--- src/hdl/ase_pkg.sv ---
package ase_pkg;

    // sample width taken from the low bits of each axis field
    localparam int SAMPLE_BITS = 16;

    localparam int FIELD_W    = 16;
    localparam int MAG_W      = 15;
    localparam int MPS_W      = 16;
    localparam int KMH_W      = 18;
    localparam int SPEED_W    = 32;
    localparam int THR_W      = 15;
    localparam int COEF_W     = 16;
    localparam int CFG_IDX_W  = 2;
    localparam int CFG_DATA_W = 16;

    // square root datapath: radicand is (x*x + y*y) in Q16
    localparam int SQ_W   = 2 * SAMPLE_BITS;
    localparam int RAD_W  = SQ_W + 16;
    localparam int ROOT_W = RAD_W / 2;
    localparam int CNT_W  = $clog2(ROOT_W);

    // shared multiplier
    localparam int GRAV_W  = 20;
    localparam int KMHC_W  = 18;
    localparam int MUL_A_W = (ROOT_W > SPEED_W) ? ROOT_W : SPEED_W;
    localparam int MUL_B_W = (SAMPLE_BITS > GRAV_W) ? SAMPLE_BITS : GRAV_W;
    localparam int PROD_W  = MUL_A_W + MUL_B_W;

    localparam logic [GRAV_W-1:0] GRAVITY_Q16 = GRAV_W'(642908);
    localparam logic [KMHC_W-1:0] KMH_Q16     = KMHC_W'(235930);
    localparam int MAG_SHIFT   = 28;
    localparam int DECAY_SHIFT = 16;
    localparam int KMH_SHIFT   = 32;

    localparam logic [THR_W-1:0]  THR_RST    = THR_W'(179);
    localparam logic [COEF_W-1:0] DECAY_RST  = COEF_W'(45875);
    localparam logic [COEF_W-1:0] PERIOD_RST = COEF_W'(6554);

    localparam int QUEUE_DEPTH = 2;
    localparam int QPTR_W      = $clog2(QUEUE_DEPTH);
    localparam int QCNT_W      = $clog2(QUEUE_DEPTH + 1);

    typedef logic [SAMPLE_BITS-1:0] amp_t;

    typedef struct packed {
        amp_t ax;
        amp_t ay;
    } sample_t;

    typedef struct packed {
        logic [THR_W-1:0]  thr;
        logic [COEF_W-1:0] decay;
        logic [COEF_W-1:0] period;
    } cfg_t;

    typedef struct packed {
        logic [MAG_W-1:0] mag;
        logic [MPS_W-1:0] mps;
        logic [KMH_W-1:0] kmh;
    } result_t;

    typedef enum logic [CFG_IDX_W-1:0] {
        CFG_THRESHOLD = 2'd0,
        CFG_DECAY     = 2'd1,
        CFG_PERIOD    = 2'd2
    } cfg_idx_e;

    typedef enum logic [3:0] {
        BK_IDLE,
        BK_SQX,
        BK_SQY,
        BK_ROOT,
        BK_MAG,
        BK_THRESH,
        BK_SCALE,
        BK_ACC,
        BK_KMH,
        BK_OUT
    } back_state_t;

endpackage

--- src/hdl/ase_if.sv ---
interface ase_sample_if;
    logic                                 valid;
    logic                                 ready;
    logic signed [ase_pkg::FIELD_W-1:0]   accel_x;
    logic signed [ase_pkg::FIELD_W-1:0]   accel_y;

    modport source (output valid, output accel_x, output accel_y, input ready);
    modport sink   (input valid, input accel_x, input accel_y, output ready);
endinterface

interface ase_result_if;
    logic                         valid;
    logic                         ready;
    logic [ase_pkg::MAG_W-1:0]    accel_mag;
    logic [ase_pkg::MPS_W-1:0]    speed_mps;
    logic [ase_pkg::KMH_W-1:0]    speed_kph;

    modport source (output valid, output accel_mag, output speed_mps, output speed_kph,
                    input ready);
    modport sink   (input valid, input accel_mag, input speed_mps, input speed_kph,
                    output ready);
endinterface

interface ase_cfg_if;
    logic                             valid;
    logic                             ready;
    logic [ase_pkg::CFG_IDX_W-1:0]    index;
    logic [ase_pkg::CFG_DATA_W-1:0]   data;

    modport source (output valid, output index, output data, input ready);
    modport sink   (input valid, input index, input data, output ready);
endinterface

--- src/hdl/ase_front.sv ---
module ase_front (
    input  logic                 clk,
    input  logic                 rst_n,
    ase_sample_if.sink           sample,
    output logic                 push,
    output ase_pkg::sample_t     push_data,
    input  logic                 full
);

    logic             hold_valid_reg;
    logic             hold_valid_next;
    ase_pkg::sample_t hold_reg;
    logic             take;

    // |x| of the sign-extended low SAMPLE_BITS bits; the most negative code maps to 2^(N-1)
    function automatic ase_pkg::amp_t abs_sample(logic [ase_pkg::FIELD_W-1:0] f);
        ase_pkg::amp_t raw;
        raw = ase_pkg::SAMPLE_BITS'(f);
        return raw[ase_pkg::SAMPLE_BITS-1] ? (~raw + ase_pkg::amp_t'(1)) : raw;
    endfunction

    assign sample.ready = !hold_valid_reg || !full;
    assign take         = sample.valid && sample.ready;
    assign push         = hold_valid_reg && !full;
    assign push_data    = hold_reg;

    always_comb
    begin
        hold_valid_next = hold_valid_reg;
        if (take)
        begin
            hold_valid_next = 1'b1;
        end
        else if (push)
        begin
            hold_valid_next = 1'b0;
        end
    end

    always_ff @(posedge clk or negedge rst_n)
    begin
        if (!rst_n)
        begin
            hold_valid_reg <= 1'b0;
        end
        else
        begin
            hold_valid_reg <= hold_valid_next;
        end
    end

    always_ff @(posedge clk)
    begin
        if (take)
        begin
            hold_reg.ax <= abs_sample($unsigned(sample.accel_x));
            hold_reg.ay <= abs_sample($unsigned(sample.accel_y));
        end
    end

endmodule

--- src/hdl/ase_queue.sv ---
module ase_queue (
    input  logic                 clk,
    input  logic                 rst_n,
    input  logic                 push,
    input  ase_pkg::sample_t     push_data,
    output logic                 full,
    input  logic                 pop,
    output ase_pkg::sample_t     pop_data,
    output logic                 empty
);

    ase_pkg::sample_t                 entry_reg [ase_pkg::QUEUE_DEPTH];
    logic [ase_pkg::QPTR_W-1:0]       wr_ptr_reg, wr_ptr_next;
    logic [ase_pkg::QPTR_W-1:0]       rd_ptr_reg, rd_ptr_next;
    logic [ase_pkg::QCNT_W-1:0]       count_reg, count_next;

    assign full     = (count_reg == ase_pkg::QCNT_W'(ase_pkg::QUEUE_DEPTH));
    assign empty    = (count_reg == '0);
    assign pop_data = entry_reg[rd_ptr_reg];

    always_comb
    begin
        wr_ptr_next = wr_ptr_reg;
        rd_ptr_next = rd_ptr_reg;
        count_next  = count_reg;
        if (push)
        begin
            wr_ptr_next = (wr_ptr_reg == ase_pkg::QPTR_W'(ase_pkg::QUEUE_DEPTH - 1)) ?
                          '0 : wr_ptr_reg + 1'b1;
        end
        if (pop)
        begin
            rd_ptr_next = (rd_ptr_reg == ase_pkg::QPTR_W'(ase_pkg::QUEUE_DEPTH - 1)) ?
                          '0 : rd_ptr_reg + 1'b1;
        end
        case ({push, pop})
            2'b10:   count_next = count_reg + 1'b1;
            2'b01:   count_next = count_reg - 1'b1;
            default: count_next = count_reg;
        endcase
    end

    always_ff @(posedge clk or negedge rst_n)
    begin
        if (!rst_n)
        begin
            wr_ptr_reg <= '0;
            rd_ptr_reg <= '0;
            count_reg  <= '0;
        end
        else
        begin
            wr_ptr_reg <= wr_ptr_next;
            rd_ptr_reg <= rd_ptr_next;
            count_reg  <= count_next;
        end
    end

    always_ff @(posedge clk)
    begin
        if (push)
        begin
            entry_reg[wr_ptr_reg] <= push_data;
        end
    end

endmodule

--- src/hdl/ase_back.sv ---
module ase_back (
    input  logic                 clk,
    input  logic                 rst_n,
    input  ase_pkg::cfg_t        cfg,
    input  logic                 q_empty,
    input  ase_pkg::sample_t     q_data,
    output logic                 q_pop,
    ase_result_if.source         result
);

    localparam int REM_W  = ase_pkg::ROOT_W + 2;
    localparam int TRY_W  = ase_pkg::ROOT_W + 4;

    ase_pkg::back_state_t state_reg, state_next;

    ase_pkg::amp_t                     ax_reg, ax_next;
    ase_pkg::amp_t                     ay_reg, ay_next;
    logic [ase_pkg::PROD_W-1:0]        mult_reg, mult_next;
    logic [ase_pkg::RAD_W-1:0]         rad_reg, rad_next;
    logic [REM_W-1:0]                  rem_reg, rem_next;
    logic [ase_pkg::ROOT_W-1:0]        root_reg, root_next;
    logic [ase_pkg::CNT_W-1:0]         cnt_reg, cnt_next;
    logic [ase_pkg::MAG_W-1:0]         mag_reg, mag_next;
    logic [ase_pkg::SPEED_W-1:0]       speed_reg, speed_next;
    logic                              out_valid_reg, out_valid_next;
    ase_pkg::result_t                  res_reg, res_next;

    logic [ase_pkg::MUL_A_W-1:0]       mul_a;
    logic [ase_pkg::MUL_B_W-1:0]       mul_b;
    logic [ase_pkg::PROD_W-1:0]        product;
    logic [TRY_W-1:0]                  rem_try;
    logic [TRY_W-1:0]                  trial;
    logic                              root_bit;
    logic [ase_pkg::SQ_W-1:0]          sq_sum;
    logic [ase_pkg::MAG_W-1:0]         mag_sat;
    logic [ase_pkg::SPEED_W:0]         speed_sum;
    logic [ase_pkg::KMH_W-1:0]         kmh_sat;
    logic                              out_free;

    assign product = ase_pkg::PROD_W'(mul_a) * ase_pkg::PROD_W'(mul_b);

    // one radicand digit pair per cycle, restoring form
    assign rem_try  = {rem_reg, rad_reg[ase_pkg::RAD_W-1 -: 2]};
    assign trial    = {2'b00, root_reg, 2'b01};
    assign root_bit = (rem_try >= trial);

    assign sq_sum = mult_reg[ase_pkg::SQ_W-1:0] + product[ase_pkg::SQ_W-1:0];

    assign mag_sat = (|mult_reg[ase_pkg::PROD_W-1:ase_pkg::MAG_SHIFT+ase_pkg::MAG_W]) ?
                     '1 : mult_reg[ase_pkg::MAG_SHIFT +: ase_pkg::MAG_W];

    assign speed_sum = {1'b0, speed_reg} + {1'b0, mult_reg[ase_pkg::SPEED_W-1:0]};

    assign kmh_sat = (|mult_reg[ase_pkg::PROD_W-1:ase_pkg::KMH_SHIFT+ase_pkg::KMH_W]) ?
                     '1 : mult_reg[ase_pkg::KMH_SHIFT +: ase_pkg::KMH_W];

    assign out_free = !out_valid_reg || result.ready;

    always_comb
    begin
        state_next     = state_reg;
        ax_next        = ax_reg;
        ay_next        = ay_reg;
        mult_next      = mult_reg;
        rad_next       = rad_reg;
        rem_next       = rem_reg;
        root_next      = root_reg;
        cnt_next       = cnt_reg;
        mag_next       = mag_reg;
        speed_next     = speed_reg;
        res_next       = res_reg;
        out_valid_next = out_valid_reg && !result.ready;
        q_pop          = 1'b0;
        mul_a          = '0;
        mul_b          = '0;

        case (state_reg)
            ase_pkg::BK_IDLE:
            begin
                if (!q_empty)
                begin
                    q_pop      = 1'b1;
                    ax_next    = q_data.ax;
                    ay_next    = q_data.ay;
                    state_next = ase_pkg::BK_SQX;
                end
            end
            ase_pkg::BK_SQX:
            begin
                mul_a      = ase_pkg::MUL_A_W'(ax_reg);
                mul_b      = ase_pkg::MUL_B_W'(ax_reg);
                mult_next  = product;
                state_next = ase_pkg::BK_SQY;
            end
            ase_pkg::BK_SQY:
            begin
                mul_a      = ase_pkg::MUL_A_W'(ay_reg);
                mul_b      = ase_pkg::MUL_B_W'(ay_reg);
                rad_next   = {sq_sum, 16'h0000};
                rem_next   = '0;
                root_next  = '0;
                cnt_next   = ase_pkg::CNT_W'(ase_pkg::ROOT_W - 1);
                state_next = ase_pkg::BK_ROOT;
            end
            ase_pkg::BK_ROOT:
            begin
                rad_next  = rad_reg << 2;
                rem_next  = root_bit ? REM_W'(rem_try - trial) : rem_try[REM_W-1:0];
                root_next = {root_reg[ase_pkg::ROOT_W-2:0], root_bit};
                if (cnt_reg == '0)
                begin
                    state_next = ase_pkg::BK_MAG;
                end
                else
                begin
                    cnt_next = cnt_reg - 1'b1;
                end
            end
            ase_pkg::BK_MAG:
            begin
                mul_a      = ase_pkg::MUL_A_W'(root_reg);
                mul_b      = ase_pkg::MUL_B_W'(ase_pkg::GRAVITY_Q16);
                mult_next  = product;
                state_next = ase_pkg::BK_THRESH;
            end
            ase_pkg::BK_THRESH:
            begin
                mag_next   = (mag_sat < cfg.thr) ? '0 : mag_sat;
                state_next = ase_pkg::BK_SCALE;
            end
            ase_pkg::BK_SCALE:
            begin
                // accelerating: mag * period; idle: speed * decay
                if (mag_reg != '0)
                begin
                    mul_a = ase_pkg::MUL_A_W'(mag_reg);
                    mul_b = ase_pkg::MUL_B_W'(cfg.period);
                end
                else
                begin
                    mul_a = ase_pkg::MUL_A_W'(speed_reg);
                    mul_b = ase_pkg::MUL_B_W'(cfg.decay);
                end
                mult_next  = product;
                state_next = ase_pkg::BK_ACC;
            end
            ase_pkg::BK_ACC:
            begin
                if (mag_reg != '0)
                begin
                    speed_next = speed_sum[ase_pkg::SPEED_W] ? '1 :
                                 speed_sum[ase_pkg::SPEED_W-1:0];
                end
                else
                begin
                    speed_next = mult_reg[ase_pkg::DECAY_SHIFT +: ase_pkg::SPEED_W];
                end
                state_next = ase_pkg::BK_KMH;
            end
            ase_pkg::BK_KMH:
            begin
                mul_a      = ase_pkg::MUL_A_W'(speed_reg);
                mul_b      = ase_pkg::MUL_B_W'(ase_pkg::KMH_Q16);
                mult_next  = product;
                state_next = ase_pkg::BK_OUT;
            end
            ase_pkg::BK_OUT:
            begin
                if (out_free)
                begin
                    res_next.mag   = mag_reg;
                    res_next.mps   = speed_reg[ase_pkg::SPEED_W-1 -: ase_pkg::MPS_W];
                    res_next.kmh   = kmh_sat;
                    out_valid_next = 1'b1;
                    state_next     = ase_pkg::BK_IDLE;
                end
            end
            default:
            begin
                state_next = ase_pkg::BK_IDLE;
            end
        endcase
    end

    always_ff @(posedge clk or negedge rst_n)
    begin
        if (!rst_n)
        begin
            state_reg     <= ase_pkg::BK_IDLE;
            speed_reg     <= '0;
            out_valid_reg <= 1'b0;
        end
        else
        begin
            state_reg     <= state_next;
            speed_reg     <= speed_next;
            out_valid_reg <= out_valid_next;
        end
    end

    always_ff @(posedge clk)
    begin
        ax_reg   <= ax_next;
        ay_reg   <= ay_next;
        mult_reg <= mult_next;
        rad_reg  <= rad_next;
        rem_reg  <= rem_next;
        root_reg <= root_next;
        cnt_reg  <= cnt_next;
        mag_reg  <= mag_next;
        res_reg  <= res_next;
    end

    assign result.valid     = out_valid_reg;
    assign result.accel_mag = res_reg.mag;
    assign result.speed_mps = res_reg.mps;
    assign result.speed_kph = res_reg.kmh;

endmodule

--- src/hdl/accel_speed_estimator_core.sv ---
// Speed estimator: each accepted word is one X/Y accelerometer sample and yields exactly one
// result word (thresholded horizontal magnitude, speed in m/s and km/h, 1/256 units). From the
// head of the queue to the output register a sample goes through the bit-pair-per-cycle square
// root and single steps, the multiplying ones sharing one multiplier; the datapath takes the
// next sample only once the last result has gone into the output register.
// Up to three samples can sit in the input stage and queue while the datapath runs, and a
// finished result waits in its own register. Configuration writes are always accepted and take
// effect at once, so write them only while no sample is in flight.
module accel_speed_estimator_core (
    input  logic          clk,
    input  logic          rst_n,
    ase_sample_if.sink    sample,
    ase_result_if.source  result,
    ase_cfg_if.sink       cfg
);

    ase_pkg::cfg_t    cfg_reg, cfg_next;
    logic             push;
    ase_pkg::sample_t push_data;
    logic             full;
    logic             pop;
    ase_pkg::sample_t pop_data;
    logic             empty;

    assign cfg.ready = 1'b1;

    always_comb
    begin
        cfg_next = cfg_reg;
        if (cfg.valid)
        begin
            case (cfg.index)
                ase_pkg::CFG_THRESHOLD: cfg_next.thr    = cfg.data[ase_pkg::THR_W-1:0];
                ase_pkg::CFG_DECAY:     cfg_next.decay  = cfg.data[ase_pkg::COEF_W-1:0];
                ase_pkg::CFG_PERIOD:    cfg_next.period = cfg.data[ase_pkg::COEF_W-1:0];
                default:                cfg_next = cfg_reg;
            endcase
        end
    end

    always_ff @(posedge clk or negedge rst_n)
    begin
        if (!rst_n)
        begin
            cfg_reg.thr    <= ase_pkg::THR_RST;
            cfg_reg.decay  <= ase_pkg::DECAY_RST;
            cfg_reg.period <= ase_pkg::PERIOD_RST;
        end
        else
        begin
            cfg_reg <= cfg_next;
        end
    end

    ase_front u_front (
        .clk       (clk),
        .rst_n     (rst_n),
        .sample    (sample),
        .push      (push),
        .push_data (push_data),
        .full      (full)
    );

    ase_queue u_queue (
        .clk       (clk),
        .rst_n     (rst_n),
        .push      (push),
        .push_data (push_data),
        .full      (full),
        .pop       (pop),
        .pop_data  (pop_data),
        .empty     (empty)
    );

    ase_back u_back (
        .clk     (clk),
        .rst_n   (rst_n),
        .cfg     (cfg_reg),
        .q_empty (empty),
        .q_data  (pop_data),
        .q_pop   (pop),
        .result  (result)
    );

endmodule

--- src/flat_wrapper.sv ---
// flat-port wrapper written by rule: the top's interface ports become plain ports
module accel_speed_estimator_core_flat 
  (clk, rst_n, sample_valid, sample_accel_x, sample_accel_y, sample_ready, result_valid, result_accel_mag, result_speed_mps, result_speed_kph, result_ready, cfg_valid, cfg_index, cfg_data, cfg_ready);
  ase_sample_if sample_i ();
  ase_result_if result_i ();
  ase_cfg_if cfg_i ();
  input  logic clk;
  input  logic rst_n;
  input wire logic [$bits(sample_i.valid)-1:0] sample_valid;
  input wire logic [$bits(sample_i.accel_x)-1:0] sample_accel_x;
  input wire logic [$bits(sample_i.accel_y)-1:0] sample_accel_y;
  output wire logic [$bits(sample_i.ready)-1:0] sample_ready;
  output wire logic [$bits(result_i.valid)-1:0] result_valid;
  output wire logic [$bits(result_i.accel_mag)-1:0] result_accel_mag;
  output wire logic [$bits(result_i.speed_mps)-1:0] result_speed_mps;
  output wire logic [$bits(result_i.speed_kph)-1:0] result_speed_kph;
  input wire logic [$bits(result_i.ready)-1:0] result_ready;
  input wire logic [$bits(cfg_i.valid)-1:0] cfg_valid;
  input wire logic [$bits(cfg_i.index)-1:0] cfg_index;
  input wire logic [$bits(cfg_i.data)-1:0] cfg_data;
  output wire logic [$bits(cfg_i.ready)-1:0] cfg_ready;
  assign sample_i.valid = sample_valid;
  assign sample_i.accel_x = sample_accel_x;
  assign sample_i.accel_y = sample_accel_y;
  assign sample_ready = sample_i.ready;
  assign result_valid = result_i.valid;
  assign result_accel_mag = result_i.accel_mag;
  assign result_speed_mps = result_i.speed_mps;
  assign result_speed_kph = result_i.speed_kph;
  assign result_i.ready = result_ready;
  assign cfg_i.valid = cfg_valid;
  assign cfg_i.index = cfg_index;
  assign cfg_i.data = cfg_data;
  assign cfg_ready = cfg_i.ready;
  accel_speed_estimator_core u_core (.clk(clk), .rst_n(rst_n), .sample(sample_i), .result(result_i), .cfg(cfg_i));
endmodule
--- config.mk ---
export PLATFORM = sky130hd
export DESIGN_NAME = accel_speed_estimator_core_flat
export DESIGN_NICKNAME = d
export VERILOG_FILES = /design/src/hdl/ase_pkg.sv /design/src/hdl/ase_if.sv /design/src/hdl/ase_front.sv /design/src/hdl/ase_queue.sv /design/src/hdl/ase_back.sv /design/src/hdl/accel_speed_estimator_core.sv /design/src/flat_wrapper.sv
export SDC_FILE = /design/constraint.sdc
export NUM_CORES = 2
export LEC_CHECK = 0
export ABC_AREA = 1
export BUFFER_PORTS_ARGS = -buffer_cell sky130_fd_sc_hd__buf_2
export CAP_MARGIN = 20
export CORE_AREA = 2 2 280 282
export DETAILED_ROUTE_END_ITERATION = 8
export DIE_AREA = 0 0 282 284
export GPL_ROUTABILITY_DRIVEN = 0
export PLACE_DENSITY_LB_ADDON = 0.3
export SYNTH_ARGS = -nofsm -noshare
export SYNTH_HDL_FRONTEND = slang
export SYNTH_SLANG_ARGS = --single-unit
--- constraint.sdc ---
create_clock -name clk -period 15 [get_ports clk]
set_input_delay 0.75 -clock clk [delete_from_list [all_inputs] [get_ports clk]]
set_output_delay 0.75 -clock clk [all_outputs]
set_load 0.005 [all_outputs]
==> results.md <==
* Outcome: finished, final reports clean
* Crit Path Class: flip-flop to flip-flop
* FF+latch count, synth at 420
* Post-synth ARST share at 21.2%
* Unique cell type count in the Yosys netlist at 58
* Area contributors post-synth: fa_1 (23%), edfxtp_1 (23%), nand2_1 (9.7%)
* Max-slew violations at 0
* Root buffer cell: clkbuf_16
* # clock sinks at 420
* Crit-path slowest cell: and3_1
* Via/cell ratio at roughly 5.7
* Post-synthesis sequential area ratio at between 20% and 30%
* Initial antenna violation count at 3
* Syn Std Cell Area at between 40,000 and 50,000 um^2
* Nets at 6,052
* Port Buf Inserts at 105
* Max-slew headroom at 24.4%
* Cells after Synth at between 5,000 and 6,000
* DRT antenna net count at 0
* Flop-to-flop setup slack at 4260 ps
* Clock-pin slew on the worst setup and hold paths at 70 ps
* Max FO, Critical Path at 47
* Minimum clock period at 10,740 ps
* Post-synth EDFFs at 331
* Largest net degree at the start of global routing at 84
* Average size of a mapped cell at 8.48 um^2
* Remaining DRCs at 0
* Die ar. at 80,100 um^2
* Worst-case reg-to-reg path depth at 39
* Worst Path Arrival at 11,100 ps
* Reg-to-reg startpoint: u_core.u_back.state_reg[2]$_DFFE_PN0P_
* Cell Rows at 102
* Setup Viol. Count Final at 0
* Worst-Skew Late Latency at approximately 600 ps
* Final wirelength at 131,000 um
* Crit path top cell by count: inv_1
* Slowest Stage Delay on Critical Path at ~700 ps
* Count leader, synth: nand2_1
* First-pass GRT wire length at between 150,000 and 200,000 um
* Gr ovfl total at 0
* Synth top area share at 23.3%
* GRT Resource Usage Total at 32.9%
* Vert. Die Dim at between 200 and 300 um
* Hold WC Path Type: input pin to flip-flop
* Crit-path leading delay family: adder cells
* Dominant cell type by area after synthesis: fa_1
* Worst EP required at about 15,000 ps
* Commonest cells post-synth: nand2_1 (1,126), inv_1 (1,069), nor2_1 (512)
* Worst-Margin Slew at ~1100 ps
* RSZ-0062 raised after global routing: false
* Ys flop type: edfxtp_1
* CP bufs+invs at 11
* Die W at 282 um
* Via count at approximately 36,000
* DRT Pass-1 Iters at 7
* CP endpoint kind: flip-flop
* Layout area overhead at 7.11%
* Initial DRC count at 3,789
* Max-Cap Viols at 0
* R2R Path End: u_core.u_back.rad_reg[39]$_DFFE_PP_
* Post-DP HPWL at 106,000 um
* Period utilisation layout at 71.6%
* CTS Buf Count at 42
* Hold Vio Cnt, Final at 0
* Worst Skew at ~40 ps
* Core area at slightly below 80,000 um^2
* Max reg flops at 64
* Hold Crit Depth at 1
* TritonCTS clock tree: yes
* H-Tree Depth at 2
* Final core occ at 60.6%
* Synth Warn # at 0
* Post-CTS Setup Bufs at 0
* Initial Utilization at 56.5%
* Setup_tns at 0 ps
* Hold Crit Start: sample_accel_y[0]
* Worst Hold End: u_core.u_front.push_data[0]$_DFFE_PP_
* Clock buffer depth at 3
* IO Count at 107
* Wirelength per Cell at 20.9 um
* Post-CTS sizing at 0
* FMAX at between 90 and 100 MHz
* Layout cells sized above 1 at 7.16%
* Vias in the first global route at roughly 35,000
* Setup crit start kind: flip-flop
## area by class of cell
type / count / area [um^2]
repair buffers: 146 / 898
inverters: 1102 / 4140
clock buffers: 54 / 1160
flip-flops and latches: 420 / 12200
fillers: 6582 / 30300
well taps: 1040 / 1300
clock inverters: 24 / 309
multi-input cells: 3480 / 26600
diodes: 2 / 5.00
## timing repair
| item | CTS | global route |
|---|---|---|
| hold buffers | 1 | 0 |
| endpoints found under the setup margin | 0 | 0 |
| hold endpoints to repair | 6 | 0 |
## per-stage QoR
stage               instances  hold slack [ps]  area [um^2]  setup WS [ps]
finish                   6268              367        46600           4260
global route             6266              363        46600           3820
CTS                      6262              352        46500           4500
detailed placement       6183              431        45100           4500
global placement         6181              423        45000           4600
floorplan                5136              421        43500           6630
## cell usage in the layout, fill, tap and decap left out, types with 8 or more instances in the layout
cell type	instances
xnor2_1	46
nand3b_1	9
dfrtp_1	68
or2_2	26
o21ai_0	229
o22ai_1	39
nand4_1	27
dfstp_2	21
a31oi_1	26
a21oi_1	213
ha_1	298
edfxtp_1	331
nand2_1	1124
conb_1	9
fa_1	507
o21bai_1	24
nand3_1	113
buf_4	37
xor2_1	77
o21a_1	11
buf_2	104
inv_1	1069
o211ai_1	8
nor3_1	39
clkbuf_16	43
mux2_2	32
nor2_4	11
nor2_1	507
nor4_1	16
a21o_1	17
inv_2	32
## cells by family after synthesis
kind of cell | Yosys count | share of synthesized area [%]
flip-flops | 420 | 28.0
AND/OR/NAND/NOR | 1894 | 17.5
AO/OA/AOI/OAI | 617 | 8.21
multiplexers | 32 | 0.828
other | 2 | 0.0173
XOR/XNOR | 123 | 2.48
buffers and inverters | 1236 | 11.0
adder cells (fa/ha/maj) | 805 | 31.9
## routing by layer
layer  track usage (%)  vias to the layer above  wire length, um
li1                  -                    16100                -
met5                 0                        -              122
met2              52.4                     1890            60300
met1              41.2                    17200            47900
met4              18.6                        2             8990
met3              7.68                      449            13700
## worst max-delay path by stage
stage                                      startpoint                             endpoint  cells after the start  slack, ps
2_1_floorplan  u_core.u_back.mag_reg[5]$_SDFFCE_PN0P_  u_core.u_back.rad_reg[44]$_DFFE_PP_                     42       6630
3_3_place_gp   u_core.u_back.state_reg[1]$_DFFE_PN0P_  u_core.u_back.rad_reg[44]$_DFFE_PP_                     39       4600
3_5_place_dp   u_core.u_back.state_reg[1]$_DFFE_PN0P_  u_core.u_back.rad_reg[39]$_DFFE_PP_                     38       4500
4_1_cts        u_core.u_back.state_reg[0]$_DFFE_PN0P_  u_core.u_back.rad_reg[39]$_DFFE_PP_                     38       4500
5_1_grt        u_core.u_back.mag_reg[7]$_SDFFCE_PN0P_  u_core.u_back.rad_reg[33]$_DFFE_PP_                     40       3820
6_report       u_core.u_back.state_reg[2]$_DFFE_PN0P_  u_core.u_back.rad_reg[39]$_DFFE_PP_                     39       4260
Power is left out: the tool's default activity adds up to more than one toggle a clock period on the data nets, which glitch-free logic cannot reach.
